`src/design/lru_key_value_cache_macros.svh`:
```
// Assertion helpers for the cache RTL.
`ifndef LRU_KEY_VALUE_CACHE_MACROS_SVH
`define LRU_KEY_VALUE_CACHE_MACROS_SVH

// Condition and consequence in the same cycle.
`define LKVC_ASSERT_NOW(label, ante, cons, msg) \
   label: assert property (@(posedge clock) disable iff (reset) (ante) |-> (cons)) \
      else $error(msg);

// Consequence in the cycle after the condition.
`define LKVC_ASSERT_NEXT(label, ante, cons, msg) \
   label: assert property (@(posedge clock) disable iff (reset) (ante) |=> (cons)) \
      else $error(msg);

`endif

```
`src/design/lkvc_pkg.sv`:
```
package lkvc_pkg;

   // Fixed field widths.
   localparam int CAP_W = 5;
   localparam int KEY_W = 32;
   localparam int VAL_W = 31;
   localparam int OUT_W = 32;

   // Default store depth and capacity after reset.
   localparam int ENTRIES_DEF = 16;
   localparam logic [CAP_W-1:0] CAP_RESET = 5'd16;

   // Operation codes.
   localparam logic OP_GET = 1'b0;
   localparam logic OP_PUT = 1'b1;

   // Result word handed from the controller to the output register.
   typedef struct packed {
      logic             load;
      logic             hit;
      logic [OUT_W-1:0] value;
   } rsp_load_type;

endpackage

```
`src/design/lkvc_if.sv`:
```
// Request channel: one get or put per word.
interface lkvc_req_if;
   logic                      valid;
   logic                      ready;
   logic                      op;
   logic [lkvc_pkg::KEY_W-1:0] key;
   logic [lkvc_pkg::VAL_W-1:0] value_in;

   modport source (output valid, output op, output key, output value_in, input ready);
   modport sink   (input valid, input op, input key, input value_in, output ready);
endinterface

// Result channel: one word per get.
interface lkvc_rsp_if;
   logic                              valid;
   logic                              ready;
   logic                              hit;
   logic signed [lkvc_pkg::OUT_W-1:0] value_out;

   modport source (output valid, output hit, output value_out, input ready);
   modport sink   (input valid, input hit, input value_out, output ready);
endinterface

// Capacity register write channel.
interface lkvc_csr_if;
   logic                       valid;
   logic                       ready;
   logic [lkvc_pkg::CAP_W-1:0] capacity;

   modport source (output valid, output capacity, input ready);
   modport sink   (input valid, input capacity, output ready);
endinterface

```
`src/design/lkvc_ram.sv`:
```
module lkvc_ram #(
   parameter int WIDTH = 8,
   parameter int DEPTH = 16,
   parameter int ADDR_W = (DEPTH > 1) ? $clog2(DEPTH) : 1
) (
   input  logic              clock,
   input  logic              wr_en,
   input  logic [ADDR_W-1:0] wr_addr,
   input  logic [WIDTH-1:0]  wr_data,
   input  logic [ADDR_W-1:0] rd_addr,
   output logic [WIDTH-1:0]  rd_data
);

   logic [WIDTH-1:0] mem [DEPTH];
   logic [WIDTH-1:0] rd_data_ff;

   // One write port, one registered read port.
   always_ff @(posedge clock) begin
      if (wr_en) begin
         mem[wr_addr] <= wr_data;
      end
      rd_data_ff <= mem[rd_addr];
   end

   assign rd_data = rd_data_ff;

endmodule

```
`src/design/lkvc_ctrl.sv`:
```
module lkvc_ctrl #(
   parameter int ENTRIES = lkvc_pkg::ENTRIES_DEF,
   parameter int CNT_W = $clog2(ENTRIES + 1)
) (
   input  logic                       clock,
   input  logic                       reset,
   lkvc_req_if.sink                   req,
   input  logic [lkvc_pkg::CAP_W-1:0] capacity,
   input  logic                       rsp_free,
   output lkvc_pkg::rsp_load_type     rsp_load,
   output logic [CNT_W-1:0]           occ_count
);

   import lkvc_pkg::*;

   localparam int IDX_W = (ENTRIES > 1) ? $clog2(ENTRIES) : 1;
   localparam int RANK_W = IDX_W;
   localparam int DATA_W = KEY_W + VAL_W + RANK_W;
   localparam int CMP_W = (CNT_W > CAP_W) ? CNT_W : CAP_W;
   localparam logic [IDX_W-1:0] LAST_IDX = IDX_W'(ENTRIES - 1);
   localparam logic [CMP_W-1:0] ENT_CMP = CMP_W'(ENTRIES);
   localparam logic [CMP_W-1:0] ONE_CMP = CMP_W'(1);

   typedef enum logic [1:0] {
      ST_IDLE,
      ST_SCAN,
      ST_DECIDE,
      ST_UPDATE
   } state_type;

   state_type state_ff, state_in;

   // Latched request.
   logic              op_ff, op_in;
   logic [KEY_W-1:0]  key_ff, key_in;
   logic [VAL_W-1:0]  val_ff, val_in;

   // Read issue pointer and the stage that sees the read data.
   logic              rd_on_ff, rd_on_in;
   logic [IDX_W-1:0]  rd_idx_ff, rd_idx_in;
   logic              stg_vld_ff, stg_vld_in;
   logic [IDX_W-1:0]  stg_idx_ff, stg_idx_in;

   // Scan results.
   logic              hit_found_ff, hit_found_in;
   logic [IDX_W-1:0]  hit_idx_ff, hit_idx_in;
   logic [RANK_W-1:0] hit_rank_ff, hit_rank_in;
   logic [VAL_W-1:0]  hit_val_ff, hit_val_in;
   logic              old_found_ff, old_found_in;
   logic [IDX_W-1:0]  old_idx_ff, old_idx_in;
   logic [RANK_W-1:0] old_rank_ff, old_rank_in;
   logic              free_found_ff, free_found_in;
   logic [IDX_W-1:0]  free_idx_ff, free_idx_in;

   // Update pass mode and the slot an insert goes to.
   logic              insert_ff, insert_in;
   logic [IDX_W-1:0]  slot_ff, slot_in;

   // Per-entry valid bits and occupancy.
   logic [ENTRIES-1:0] valid_ff, valid_in;
   logic [CNT_W-1:0]   occ_ff, occ_in;

   // Memory port signals.
   logic              ram_we;
   logic [DATA_W-1:0] ram_wdata;
   logic [DATA_W-1:0] ram_rdata;

   // Fields of the entry in the stage.
   logic [KEY_W-1:0]  e_key;
   logic [VAL_W-1:0]  e_val;
   logic [RANK_W-1:0] e_rank;
   logic              e_valid;

   // Eviction decision terms.
   logic [CMP_W-1:0]  cap_cmp;
   logic [CMP_W-1:0]  eff_cap;
   logic [CMP_W-1:0]  occ_cmp;
   logic              evict;
   logic [IDX_W-1:0]  new_slot;

   lkvc_ram #(
      .WIDTH (DATA_W),
      .DEPTH (ENTRIES),
      .ADDR_W(IDX_W)
   ) u_ram (
      .clock  (clock),
      .wr_en  (ram_we),
      .wr_addr(stg_idx_ff),
      .wr_data(ram_wdata),
      .rd_addr(rd_idx_ff),
      .rd_data(ram_rdata)
   );

   assign e_key = ram_rdata[DATA_W-1 -: KEY_W];
   assign e_val = ram_rdata[RANK_W +: VAL_W];
   assign e_rank = ram_rdata[RANK_W-1:0];
   assign e_valid = valid_ff[stg_idx_ff];

   // Effective capacity is clamped to 1..ENTRIES.
   always_comb begin
      cap_cmp = CMP_W'(capacity);
      occ_cmp = CMP_W'(occ_ff);
      priority if (cap_cmp == '0) begin
         eff_cap = ONE_CMP;
      end else if (cap_cmp > ENT_CMP) begin
         eff_cap = ENT_CMP;
      end else begin
         eff_cap = cap_cmp;
      end
      evict = old_found_ff && ((occ_cmp >= eff_cap) || (occ_cmp == ENT_CMP));
      new_slot = (evict && (!free_found_ff || (old_idx_ff < free_idx_ff))) ?
                 old_idx_ff : free_idx_ff;
   end

   assign req.ready = (state_ff == ST_IDLE);
   assign occ_count = occ_ff;

   // Next-state logic for the scan, decision and update passes.
   always_comb begin
      state_in = state_ff;
      op_in = op_ff;
      key_in = key_ff;
      val_in = val_ff;
      rd_on_in = rd_on_ff;
      rd_idx_in = rd_idx_ff;
      stg_vld_in = rd_on_ff;
      stg_idx_in = rd_idx_ff;
      hit_found_in = hit_found_ff;
      hit_idx_in = hit_idx_ff;
      hit_rank_in = hit_rank_ff;
      hit_val_in = hit_val_ff;
      old_found_in = old_found_ff;
      old_idx_in = old_idx_ff;
      old_rank_in = old_rank_ff;
      free_found_in = free_found_ff;
      free_idx_in = free_idx_ff;
      insert_in = insert_ff;
      slot_in = slot_ff;
      valid_in = valid_ff;
      occ_in = occ_ff;
      ram_we = 1'b0;
      ram_wdata = ram_rdata;
      rsp_load = '0;

      // Walk the read pointer across the memory once per pass.
      if (rd_on_ff) begin
         rd_idx_in = rd_idx_ff + 1'b1;
         if (rd_idx_ff == LAST_IDX) begin
            rd_on_in = 1'b0;
         end
      end

      unique case (state_ff)
         ST_IDLE: begin
            if (req.valid) begin
               op_in = req.op;
               key_in = req.key;
               val_in = req.value_in;
               rd_on_in = 1'b1;
               rd_idx_in = '0;
               hit_found_in = 1'b0;
               old_found_in = 1'b0;
               free_found_in = 1'b0;
               state_in = ST_SCAN;
            end
         end

         ST_SCAN: begin
            if (stg_vld_ff) begin
               // Key match, oldest entry and first free slot.
               if (e_valid && (e_key == key_ff) && !hit_found_ff) begin
                  hit_found_in = 1'b1;
                  hit_idx_in = stg_idx_ff;
                  hit_rank_in = e_rank;
                  hit_val_in = e_val;
               end
               if (e_valid && (!old_found_ff || (e_rank > old_rank_ff))) begin
                  old_found_in = 1'b1;
                  old_idx_in = stg_idx_ff;
                  old_rank_in = e_rank;
               end
               if (!e_valid && !free_found_ff) begin
                  free_found_in = 1'b1;
                  free_idx_in = stg_idx_ff;
               end
               if (stg_idx_ff == LAST_IDX) begin
                  state_in = ST_DECIDE;
               end
            end
         end

         ST_DECIDE: begin
            if (op_ff == OP_GET) begin
               // A get waits here until the output register can take its word.
               if (rsp_free) begin
                  rsp_load.load = 1'b1;
                  rsp_load.hit = hit_found_ff;
                  rsp_load.value = hit_found_ff ? {1'b0, hit_val_ff} : '1;
                  if (hit_found_ff) begin
                     insert_in = 1'b0;
                     rd_on_in = 1'b1;
                     rd_idx_in = '0;
                     state_in = ST_UPDATE;
                  end else begin
                     state_in = ST_IDLE;
                  end
               end
            end else if (hit_found_ff) begin
               insert_in = 1'b0;
               rd_on_in = 1'b1;
               rd_idx_in = '0;
               state_in = ST_UPDATE;
            end else if (evict || free_found_ff) begin
               // Evict the oldest entry if needed, then claim the slot.
               if (evict) begin
                  valid_in[old_idx_ff] = 1'b0;
               end else begin
                  occ_in = occ_ff + 1'b1;
               end
               valid_in[new_slot] = 1'b1;
               slot_in = new_slot;
               insert_in = 1'b1;
               rd_on_in = 1'b1;
               rd_idx_in = '0;
               state_in = ST_UPDATE;
            end else begin
               state_in = ST_IDLE;
            end
         end

         ST_UPDATE: begin
            if (stg_vld_ff) begin
               if (insert_ff) begin
                  // Insert: new pair is youngest, every other live entry ages.
                  if (stg_idx_ff == slot_ff) begin
                     ram_we = 1'b1;
                     ram_wdata = {key_ff, val_ff, {RANK_W{1'b0}}};
                  end else if (e_valid) begin
                     ram_we = 1'b1;
                     ram_wdata = {e_key, e_val, e_rank + 1'b1};
                  end
               end else begin
                  // Touch: entries younger than the hit age by one.
                  if (stg_idx_ff == hit_idx_ff) begin
                     ram_we = 1'b1;
                     ram_wdata = {e_key, (op_ff == OP_PUT) ? val_ff : e_val,
                                  {RANK_W{1'b0}}};
                  end else if (e_valid && (e_rank < hit_rank_ff)) begin
                     ram_we = 1'b1;
                     ram_wdata = {e_key, e_val, e_rank + 1'b1};
                  end
               end
               if (stg_idx_ff == LAST_IDX) begin
                  state_in = ST_IDLE;
               end
            end
         end

         default: begin
            state_in = ST_IDLE;
         end
      endcase
   end

   // State and registers.
   always_ff @(posedge clock) begin
      if (reset) begin
         state_ff <= ST_IDLE;
         rd_on_ff <= 1'b0;
         stg_vld_ff <= 1'b0;
         valid_ff <= '0;
         occ_ff <= '0;
      end else begin
         state_ff <= state_in;
         rd_on_ff <= rd_on_in;
         stg_vld_ff <= stg_vld_in;
         valid_ff <= valid_in;
         occ_ff <= occ_in;
      end
      op_ff <= op_in;
      key_ff <= key_in;
      val_ff <= val_in;
      rd_idx_ff <= rd_idx_in;
      stg_idx_ff <= stg_idx_in;
      hit_found_ff <= hit_found_in;
      hit_idx_ff <= hit_idx_in;
      hit_rank_ff <= hit_rank_in;
      hit_val_ff <= hit_val_in;
      old_found_ff <= old_found_in;
      old_idx_ff <= old_idx_in;
      old_rank_ff <= old_rank_in;
      free_found_ff <= free_found_in;
      free_idx_ff <= free_idx_in;
      insert_ff <= insert_in;
      slot_ff <= slot_in;
   end

endmodule

```
`src/design/lru_key_value_cache.sv`:
```
// Channel  Direction  Word                         Handshake
// req      in         op, key, value_in            req.valid / req.ready
// rsp      out        hit, value_out (get only)    rsp.valid / rsp.ready
// csr      in         capacity                     csr.valid / csr.ready
//
// One request at a time. Each request makes one scan pass over the single entry
// memory to find the key, the oldest entry and a free slot; every request but a
// get that misses then makes one read-modify-write pass that updates the recency
// ranks, and the next request is taken only after that. Reset is synchronous and
// clears the valid bits and occupancy at once; no clearing pass follows. A stalled
// rsp holds its word in the output register; the block keeps working until its
// next get result.
`include "lru_key_value_cache_macros.svh"

module lru_key_value_cache #(
   parameter int ENTRIES = lkvc_pkg::ENTRIES_DEF
) (
   input  logic       clock,
   input  logic       reset,
   lkvc_req_if.sink   req,
   lkvc_rsp_if.source rsp,
   lkvc_csr_if.sink   csr
);

   import lkvc_pkg::*;

   localparam int CNT_W = $clog2(ENTRIES + 1);

   logic [CAP_W-1:0] capacity_ff;
   logic             rsp_valid_ff;
   logic             rsp_hit_ff;
   logic [OUT_W-1:0] rsp_value_ff;
   logic             rsp_free;
   rsp_load_type     rsp_load;
   logic [CNT_W-1:0] occ_count;

   // Capacity register, always writable.
   assign csr.ready = 1'b1;

   always_ff @(posedge clock) begin
      if (reset) begin
         capacity_ff <= CAP_RESET;
      end else if (csr.valid) begin
         capacity_ff <= csr.capacity;
      end
   end

   lkvc_ctrl #(
      .ENTRIES(ENTRIES),
      .CNT_W  (CNT_W)
   ) u_ctrl (
      .clock    (clock),
      .reset    (reset),
      .req      (req),
      .capacity (capacity_ff),
      .rsp_free (rsp_free),
      .rsp_load (rsp_load),
      .occ_count(occ_count)
   );

   // Output register between the controller and the result channel.
   assign rsp_free = !rsp_valid_ff || rsp.ready;

   always_ff @(posedge clock) begin
      if (reset) begin
         rsp_valid_ff <= 1'b0;
      end else if (rsp_load.load) begin
         rsp_valid_ff <= 1'b1;
      end else if (rsp.ready) begin
         rsp_valid_ff <= 1'b0;
      end
      if (rsp_load.load) begin
         rsp_hit_ff <= rsp_load.hit;
         rsp_value_ff <= rsp_load.value;
      end
   end

   assign rsp.valid = rsp_valid_ff;
   assign rsp.hit = rsp_hit_ff;
   assign rsp.value_out = rsp_value_ff;

   // A new result never overwrites one that has not been taken.
   `LKVC_ASSERT_NOW(a_no_overwrite, rsp_load.load && rsp_valid_ff, rsp.ready, "result overwritten")
   // Occupancy stays within the store depth.
   `LKVC_ASSERT_NOW(a_occ_bound, 1'b1, occ_count <= ENTRIES, "occupancy above depth")
   // An accepted request keeps the block busy for at least the next cycle.
   `LKVC_ASSERT_NEXT(a_busy_after_accept, req.valid && req.ready, !req.ready, "ready after accept")
   // A miss always carries the all-ones value.
   `LKVC_ASSERT_NOW(a_miss_value, rsp_load.load && !rsp_load.hit, rsp_load.value == '1, "bad miss value")

endmodule

```
`src/flat_wrapper.sv`:
```
// flat-port wrapper written by rule: the top's interface ports become plain ports
module lru_key_value_cache_flat import lkvc_pkg::*;
#(
   parameter int ENTRIES = lkvc_pkg::ENTRIES_DEF
)
  (clock, reset, req_valid, req_op, req_key, req_value_in, req_ready, rsp_valid, rsp_hit, rsp_value_out, rsp_ready, csr_valid, csr_capacity, csr_ready);
  lkvc_req_if req_i ();
  lkvc_rsp_if rsp_i ();
  lkvc_csr_if csr_i ();
  input  logic clock;
  input  logic reset;
  input wire logic [$bits(req_i.valid)-1:0] req_valid;
  input wire logic [$bits(req_i.op)-1:0] req_op;
  input wire logic [$bits(req_i.key)-1:0] req_key;
  input wire logic [$bits(req_i.value_in)-1:0] req_value_in;
  output wire logic [$bits(req_i.ready)-1:0] req_ready;
  output wire logic [$bits(rsp_i.valid)-1:0] rsp_valid;
  output wire logic [$bits(rsp_i.hit)-1:0] rsp_hit;
  output wire logic [$bits(rsp_i.value_out)-1:0] rsp_value_out;
  input wire logic [$bits(rsp_i.ready)-1:0] rsp_ready;
  input wire logic [$bits(csr_i.valid)-1:0] csr_valid;
  input wire logic [$bits(csr_i.capacity)-1:0] csr_capacity;
  output wire logic [$bits(csr_i.ready)-1:0] csr_ready;
  assign req_i.valid = req_valid;
  assign req_i.op = req_op;
  assign req_i.key = req_key;
  assign req_i.value_in = req_value_in;
  assign req_ready = req_i.ready;
  assign rsp_valid = rsp_i.valid;
  assign rsp_hit = rsp_i.hit;
  assign rsp_value_out = rsp_i.value_out;
  assign rsp_i.ready = rsp_ready;
  assign csr_i.valid = csr_valid;
  assign csr_i.capacity = csr_capacity;
  assign csr_ready = csr_i.ready;
  lru_key_value_cache #(.ENTRIES(ENTRIES)) u_core (.clock(clock), .reset(reset), .req(req_i), .rsp(rsp_i), .csr(csr_i));
endmodule
```
`config.mk`:
```
export PLATFORM = sky130hd
export DESIGN_NAME = lru_key_value_cache_flat
export DESIGN_NICKNAME = d
export VERILOG_FILES = /design/src/design/lkvc_pkg.sv /design/src/design/lkvc_if.sv /design/src/design/lkvc_ram.sv /design/src/design/lkvc_ctrl.sv /design/src/design/lru_key_value_cache.sv /design/src/flat_wrapper.sv
export VERILOG_INCLUDE_DIRS = /design/src /design/src/design
export SDC_FILE = /design/constraint.sdc
export NUM_CORES = 1
export LEC_CHECK = 0
export BUFFER_PORTS_ARGS = -buffer_cell sky130_fd_sc_hd__buf_2
export CORE_MARGIN = 4
export CORE_UTILIZATION = 50
export CTS_CLUSTER_SIZE = 25
export DETAILED_ROUTE_END_ITERATION = 10
export PLACE_DENSITY_LB_ADDON = 0.08
export RECOVER_POWER = 50
export SYNTH_ARGS = -nofsm -noshare
export SYNTH_HDL_FRONTEND = slang
export SYNTH_SLANG_ARGS = --single-unit
```
`constraint.sdc`:
```
create_clock -name clock -period 13.1 [get_ports clock]
set_input_delay 0.655 -clock clock [delete_from_list [all_inputs] [get_ports clock]]
set_output_delay 0.655 -clock clock [all_outputs]
set_load 0.02 [all_outputs]
```
-- Yosys cells after proc, flatten, opt, wreduce, memory -nomap -nowiden
Memories as Yosys holds them, arrays and structs flattened. A register that Yosys moved wholly into a read port is not among the register bits.
Cells that the tools add are included.
- bits of input ports: 74
- RAM bits: 1072
- output and inout bits: 36
- word-level logic and storage cells: 182
- memories kept: 1
- register bits: 195
- bitwise operators: 7
- order comparisons: 10
- eq/ne operators: 18
- mux-type cells: 80
- add/sub/neg operators: 3
- reductions and logical operators: 38
- memory list (memory ; words ; width ; rd ports ; clocked after memory_dff ; write ports ; RTL line ; RTL):
    u_core.u_ctrl.u_ram.mem ; 16 ; 67 ; 1 ; 1 ; 1 ; lkvc_ram.sv:14 ; logic [WIDTH-1:0] mem [DEPTH];
- operator list (operator ; count):
    two-way mux 67 bit ; 4
    two-way mux 34 bit ; 3
    two-way mux 16 bit ; 5
    two-way mux 4 bit ; 10
    two-way mux 35 bit ; 1
    two-way mux 1 bit ; 34
    equality test 32 bit ; 1
    two-way mux 32 bit ; 1
    two-way mux 31 bit ; 1
    two-way mux 2 bit ; 10
    AND reduction 4 bit ; 5
    bitwise AND 16 bit ; 1
    inequality test 2 bit, second input constant ; 8
    NOT 16 bit ; 1
    OR 16 bit ; 1
    less-than comparator 4 x 5 -> 1 bit, second input constant ; 3
    two-way mux 5 bit ; 2
    nonzero test 2 bit ; 5
    logical AND 1 bit ; 9
    AND reduction 3 bit ; 3
    adder 4 x 1 -> 4 bit, second input constant ; 2
    demux 1 bit (select 4 bit) ; 2
    equality test 4 bit ; 2
    equality test 4 bit, second input constant ; 2
    23 further kinds ; 40

-- Logic depth before layout (Yosys ltp)
Gate-level depths: netlist of run 1.
- depth in word-level cells: 13
- mapped depth: 11
- gate-level depth less buffers: 10

-- By module
Synthesis of run 1 repeated with hierarchy kept, for this count alone.
- cells, all modules: 2385
- area total of the unflattened synthesis: 50269.5 um^2
- by module, submodules not included (module ; area an instance (um^2) ; times used ; sequential area each (um^2) ; cells each):
    lkvc_ram ; 41404.7 ; 1 ; 33532.2 ; 1724
    lkvc_ctrl ; 7643.6 ; 1 ; 4354.2 ; 606
    lru_key_value_cache ; 1221.2 ; 1 ; 1111.1 ; 55

-- Worst setup path after synthesis of run 1
OpenSTA, ideal clock, no wires.
- kind: reg-to-reg
- start: register u_core.u_ctrl.u_ram.rd_data_ff[1] (netlist: u_core.u_ctrl.u_ram.rd_data[1]) (read register of u_core.u_ctrl.u_ram.mem)
- end: memory u_core.u_ctrl.u_ram.mem[0][0] (netlist bit) (enable)
- required time: 12.420 ns
- clock period less this slack: 9.021 ns
- arrival time: 8.340 ns
- slack: 4.079 ns
- stages on the path, launching flop included: 7
- setup time: 0.680 ns
- buffers on the path: 0
- cell sequence: dfxtp_1 ha_1 a211o_1 a21o_2 a21boi_4 o21ai_4 nor4b_1
- cells in the longest elaborated chain, start to end: 9
- ends and longest elaborated chain (item ; RTL line ; RTL):
    start, declared ; lkvc_ram.sv:15 ; logic [WIDTH-1:0] rd_data_ff;
    less-than comparator 4 bit ; lkvc_ctrl.sv:248 ; end else if (e_valid && (e_rank < hit_rank_ff)) begin
    logical AND 1 bit ; lkvc_ctrl.sv:248 ;
    two-way mux 1 bit ; lkvc_ctrl.sv:248 ;
    two-way mux 1 bit ; lkvc_ctrl.sv:244 ; if (stg_idx_ff == hit_idx_ff) begin
    two-way mux 1 bit ; lkvc_ctrl.sv:233 ; if (insert_ff) begin
    two-way mux 1 bit ; lkvc_ctrl.sv:232 ; if (stg_vld_ff) begin
    two-way mux 1 bit ; lkvc_ctrl.sv:153 ; unique case (state_ff)
    two-way mux 1 bit ; lkvc_ram.sv:19 ; if (wr_en) begin
    two-way mux 1 bit (not written as such) ; lkvc_ram.sv:20 ; mem[wr_addr] <= wr_data;
    end, declared ; lkvc_ram.sv:14 ;
No other way between the ends.

==> results.cfg, run 1 <==
[worst_hold_path]
holdPathStages = 1
hold_end = u_core.u_ctrl.key_ff[2]
hold_path_class = in2reg
holdCritStartpoint = req_key[2]

[grt]
grt_pass1_wl_um = 177000
grt_remaining_overflow = 0
grt_usage = 0.226
grt_max_degree = 127
antenna_found_initial = 1
grt_pass1_vias = 26600

[drt]
first_pass_iters = 5
num_vias = 26100
via_per_inst = 5.96
drt_wl_total_um = 122000
wl_per_cell_um = 27.9
drc = 0
ant_nets = 0
drt_iter0_markers = 2410

[floorplan]
die_h_um = 328
core-area_um2 = 102000
row_count = 117
ios = 110
dieArea_um2 = 108000
initial_core_util = 0.504
die_w_um = 328

[pwr]
leakage_nw = 18.4
powerDensity_nw_per_um2 = 172
design_power_total_mw = 9.91
ir_worst_vdd_mv = 0.137

[synth]
avgSynthCellArea_um2 = 18.7
syn-cell-area_um2 = 51300
postSynthNetCount = 2832
yosysTopAreaCellShare = 0.719
seq_area_frac_synth = 0.761
syn_inst = 2739
yosysWarnings = 0
yosys.area.top_type = edfxtp_1
synthTopCellsByArea = edfxtp_1, mux4_2, dfxtp_1
synthDistinctLibCells = 75
synth_edf_count = 1228
synth_seq_cells = 1334
synthArstFlopShare = 0
synth-main-ff-cell = edfxtp_1

[layout]
instances_no_fill = 4377
fin_nets = 2987
fillers = 7773
num_antenna_cells = 0
areaGrowthSynthToFinish_pct = 12.6
layout_commonest_cell = edfxtp_1
drive_gt1_frac = 0.186
layout_common_cells = edfxtp_1, mux2i_1, o21ai_0, clkbuf_16, mux4_2

[sta]
worstMarginPinSlew_ps = 4150
hold_viol = 0
maxClockFrequency_mhz = 144
setup_tns_ps = 0
drv_slew = 827
rsz0062_at_grt = false
post-route-min-period_ps = 6960
setup_viol_count_final = 0
fin_crit_sh = 0.531
fin_skew_ps = 18.5
relSlewSlack = -1.76

[clock_tree]
numCtsBuffers = 139
path_clk_slew_ps = 60
tritoncts = done
post_cts_buffers = 0
clk_latency_ps = 740
cts_num_sinks = 1334
postCtsHoldBufs = 0
cts_max_path_buffers = 3
cts-resized-gates = 0
cts_root_buffer = clkbuf_16
cts_htree_levels = 4

[critical_path]
cp.arrival_ps = 7570
r2r_start = u_core.u_ctrl.rd_idx_ff[2]
cp.required_ps = 13710
rr_worst_depth = 5
path_max_fanout = 47
crit_type = reg2reg
startpoint_type = flip-flop
cp-end-kind = flip-flop
r2r-end = u_core.u_ctrl.u_ram.rd_data[28]
regToRegSetupSlack_ps = 6140

[place]
gp_congestion = 0.799
numPortBuffers = 108
hpwl_um = 60500
dpl.cell_count = 4121

[status]
status = finished, violations left
violations = max-capacitance violations, max-slew violations

[run]
max_cap_viol_count = 26
-- registers in the layout, summed over array words and instances, names as in the netlist, 2 cells and up --
signal and cells:
u_core.u_ctrl.u_ram.mem 1072, u_core.u_ctrl.u_ram.rd_data 67, u_core.rsp.value_out 32, u_core.u_ctrl.key_ff 32, u_core.u_ctrl.hit_val_ff 31, u_core.u_ctrl.val_ff 31
u_core.u_ctrl.valid_ff 16, u_core.capacity_ff 5, u_core.u_ctrl.occ_count 5, u_core.u_ctrl.free_idx_ff 4, u_core.u_ctrl.hit_idx_ff 4, u_core.u_ctrl.hit_rank_ff 4
u_core.u_ctrl.old_idx_ff 4, u_core.u_ctrl.old_rank_ff 4, u_core.u_ctrl.rd_idx_ff 4, u_core.u_ctrl.slot_ff 4, u_core.u_ctrl.stg_idx_ff 4, u_core.u_ctrl.state_ff 2
-- cell families after synthesis --
logic type / share of synthesized area
other: 0.0000732
buffers and inverters: 0.0146
xor gates and xnor gates: 0.00820
AOI/OAI and AO/OA: 0.0599
DFF: 0.761
muxes: 0.130
and+or+nand+nor: 0.0219
adders and majority gates: 0.00464
-- worst max path at each step --
| stage | startpoint | end | slack [ps] | depth (start not counted) |
|---|---|---|---|---|
| after detailed placement | u_core.u_ctrl.stg_idx_ff[3] | u_core.u_ctrl.u_ram.mem[0][34] | 8970 | 7 |
| after global placement | u_core.u_ctrl.stg_idx_ff[3] | u_core.u_ctrl.u_ram.mem[0][34] | 8910 | 7 |
| after floorplan | u_core.u_ctrl.u_ram.rd_data[1] | u_core.u_ctrl.u_ram.mem[0][0] | 4080 | 6 |
| after global routing | u_core.u_ctrl.stg_idx_ff[2] | u_core.u_ctrl.u_ram.mem[7][5] | 5810 | 8 |
| after CTS | u_core.u_ctrl.stg_idx_ff[3] | u_core.u_ctrl.u_ram.mem[7][34] | 8950 | 7 |
| final | u_core.u_ctrl.rd_idx_ff[2] | u_core.u_ctrl.u_ram.rd_data[28] | 6140 | 5 |
-- layout make-up --
| class | count | area, um^2 | share of cell area |
|---|---|---|---|
| Clock buffer | 191 | 3940 | 0.0683 |
| Clock inverter | 65 | 631 | 0.0109 |
| Inverter | 24 | 90.1 | 0.00156 |
| Multi-Input combinational cell | 1236 | 11500 | 0.200 |
| Sequential cell | 1334 | 39000 | 0.676 |
| Tap cell | 1368 | 1710 | 0.0297 |
| Timing Repair Buffer | 159 | 817 | 0.0142 |
-- cells in the mapped netlist (12+ instances only) --
cell	count
a21oi_1	87
a221oi_1	68
a22oi_1	68
buf_2	51
clkbuf_1	76
dfxtp_1	106
edfxtp_1	1228
ha_1	19
inv_1	23
mux2_2	130
mux2i_1	206
mux4_2	136
nand2_1	105
nand2b_1	12
nand3_1	13
nor2_1	31
nor3_1	13
nor4_1	13
o21a_1	37
o21ai_0	148
xnor2_1	27
xor2_1	21
-- layer usage --
layer  GRT usage  vias to the layer above  part of all wire
li1            -                    11400                 -
met1       0.322                    13700              0.43
met2       0.369                      820              0.49
met3      0.0345                      188             0.057
met4      0.0646                        0             0.022
met5           0                        -                 0
-- stage by stage --
step / worst slack [ps] / cell area, um^2 / hold WS [ps] / util
after detailed placement: 8970 / 53400 / 412 / 0.525
after global placement: 8910 / 53400 / 409 / 0.525
after global routing: 5810 / 57700 / 52.3 / 0.567
after floorplan: 4080 / 51300 / 326 / -
final: 6140 / 57700 / 91.7 / 0.567
after CTS: 8950 / 58000 / 31.8 / 0.570
-- power by group --
| group | switching (mW) | total [mW] | internal [mW] | leakage (nW) |
|---|---|---|---|---|
| logic | 0.554 | 0.950 | 0.396 | 4.23 |
| registers | 0.0945 | 5.05 | 4.95 | 11.9 |
| clock network | 1.59 | 3.91 | 2.33 | 2.25 |
| total | 2.23 | 9.91 | 7.67 | 18.4 |
-- worst max-delay path, stage by stage, from the launching register on --
cell,delay [ps]
dfxtp_1,2050
and2_0,3140
buf_4,1010
a221oi_1,250
a22oi_1,240
nand2_1,80
Power figures use the tool's default switching activity.
==> run 2, diff against run 1 <==
clock period = 7.1 ns   (was 13.1 ns; I/O delays follow)
==> results.cfg, run 2 (synthesized netlist as in run 1, its figures left out) <==
[layout]
areaGrowthSynthToFinish_pct = 13.9
final_util = 0.574
final_area_um2 = 58400
largest_reg_flops = 1072
fillers = 7606
fin_nets = 3071
top_register = u_core.u_ctrl.u_ram.mem
drive_gt1_frac = 0.179
layout_commonest_cell = edfxtp_1
layout_common_cells = edfxtp_1, mux2i_1, o21ai_0, clkbuf_16, mux4_2

[sta]
fin_skew_ps = 24.7
worstMarginPinSlew_ps = 3200
post-route-min-period_ps = 5280
drv_slew = 375
hold_viol = 0
setup_viol_count_final = 0
setup_tns_ps = 0
maxClockFrequency_mhz = 189
relSlewSlack = -1.13
fin_crit_sh = 0.744
layout_setup_ws_ps = 1820
rsz0062_at_grt = false

[clock_tree]
cts_num_sinks = 1334
tritoncts = done
post_cts_buffers = 0
numCtsBuffers = 140
clk_latency_ps = 720
cts_max_path_buffers = 3
cts_root_buffer = clkbuf_16
cts_htree_levels = 4
path_clk_slew_ps = 60

[grt]
antenna_found_initial = 2
grt_usage = 0.225
grt_max_degree = 110
grt_pass1_wl_um = 178000
grt_pass1_vias = 27000
grt_remaining_overflow = 0

[floorplan]
row_count = 117
dieArea_um2 = 108000
ios = 110
core-area_um2 = 102000
initial_core_util = 0.504
die_w_um = 328
die_h_um = 328

[place]
place_ws_ps = 2980
hpwl_um = 61500
numPortBuffers = 108
gp_congestion = 0.798
dpl_cell_area_um2 = 53500

[critical_path]
cp.arrival_ps = 5870
startpoint_type = flip-flop
path_max_fanout = 68
cp.required_ps = 7690
cp-end-kind = flip-flop
crit_type = reg2reg

[pwr]
leakage_nw = 18.7
seq_power_share = 0.513
p_clk_frac = 0.389
switching_share = 0.227
ir_worst_vdd_mv = 0.202
design_power_total_mw = 18.1
p_sw_mw = 4.11
powerDensity_nw_per_um2 = 310
comb_power_share = 0.098
p_int_mw = 14.0

[drt]
wl_per_cell_um = 27.1
num_vias = 26400
ant_nets = 0
drt_wl_total_um = 121000
first_pass_iters = 7
drt_iter0_markers = 2239
via_per_inst = 5.91
drc = 0

[run]
max_cap_viol_count = 12

[status]
status = finished, violations left
violations = max-capacitance violations, max-slew violations

[worst_hold_path]
hold_path_class = in2reg
## run 2: cell count changes in the layout (fill, tap and decap cells not counted), sizes merged
cell         change
dlygate4sd3     +76
buf             +14
bufinv           -4
clkinv           -4
clkbuf           -2
clkinvlp         +2
diode            +1
inv              -1
## run 2: power by group through the flow
stage	combinational, mW	clock, mW	sequential [mW]
floorplan	1.37	0	9.35
global placement	1.72	0	9.46
detailed placement	1.78	0	9.46
CTS	1.81	7.20	9.29
global route	1.94	7.53	9.31
finish	1.78	7.05	9.29
## run 2: worst paths after layout
path                                   from                        endpoint  slack [ps]  cells past startpoint
max              u_core.u_ctrl.rd_idx_ff[2]  u_core.u_ctrl.u_ram.rd_data[3]        1820                      6
min                                   reset      u_core.u_ctrl.occ_count[0]          90                      2
max reg2reg      u_core.u_ctrl.rd_idx_ff[2]  u_core.u_ctrl.u_ram.rd_data[3]        1820                      6
min reg2reg  u_core.u_ctrl.u_ram.rd_data[9]     u_core.u_ctrl.hit_val_ff[5]         420                      0
## run 2: metrics by stage
step	std cells	hold slack, ps
global placement	4128	413
detailed placement	4128	412
finish	4459	92.3
global route	4458	91.1
floorplan	2739	326
CTS	4458	42.3
## run 2: metal layers
metal,vias up,global-route usage,part of all wire
met3,193,0.0283,0.050
met4,0,0.0686,0.026
met1,13800,0.316,0.43
li1,11600,-,-
met5,-,0,0
met2,757,0.374,0.49
## run 2: final cells by class
| cell class | count | area (um^2) | share of cell area |
|---|---|---|---|
| clock inverters | 58 | 497 | 0.00850 |
| diodes | 1 | 2.50 | 0.0000428 |
| multi-input cells | 1236 | 11500 | 0.197 |
| clock buffers | 196 | 3940 | 0.0675 |
| repair buffers | 242 | 1660 | 0.0284 |
| inverters | 24 | 91.3 | 0.00156 |
| well taps | 1368 | 1710 | 0.0293 |
| flip-flops and latches | 1334 | 39000 | 0.668 |
## run 2: repair_timing
action | in CTS | in global routing
endpoints found under the hold margin | 70 | 0
gates resized for setup | 0 | 0
setup endpoints to repair | 0 | 0
hold buffers | 76 | 0
## run 2: critical path, stage by stage (launching register included)
cell and delay (ps):
dfxtp_1 1720, nor2b_1 260, buf_4 620, clkbuf_2 1680, a21oi_1 370, a22oi_1 300, nand2_1 120
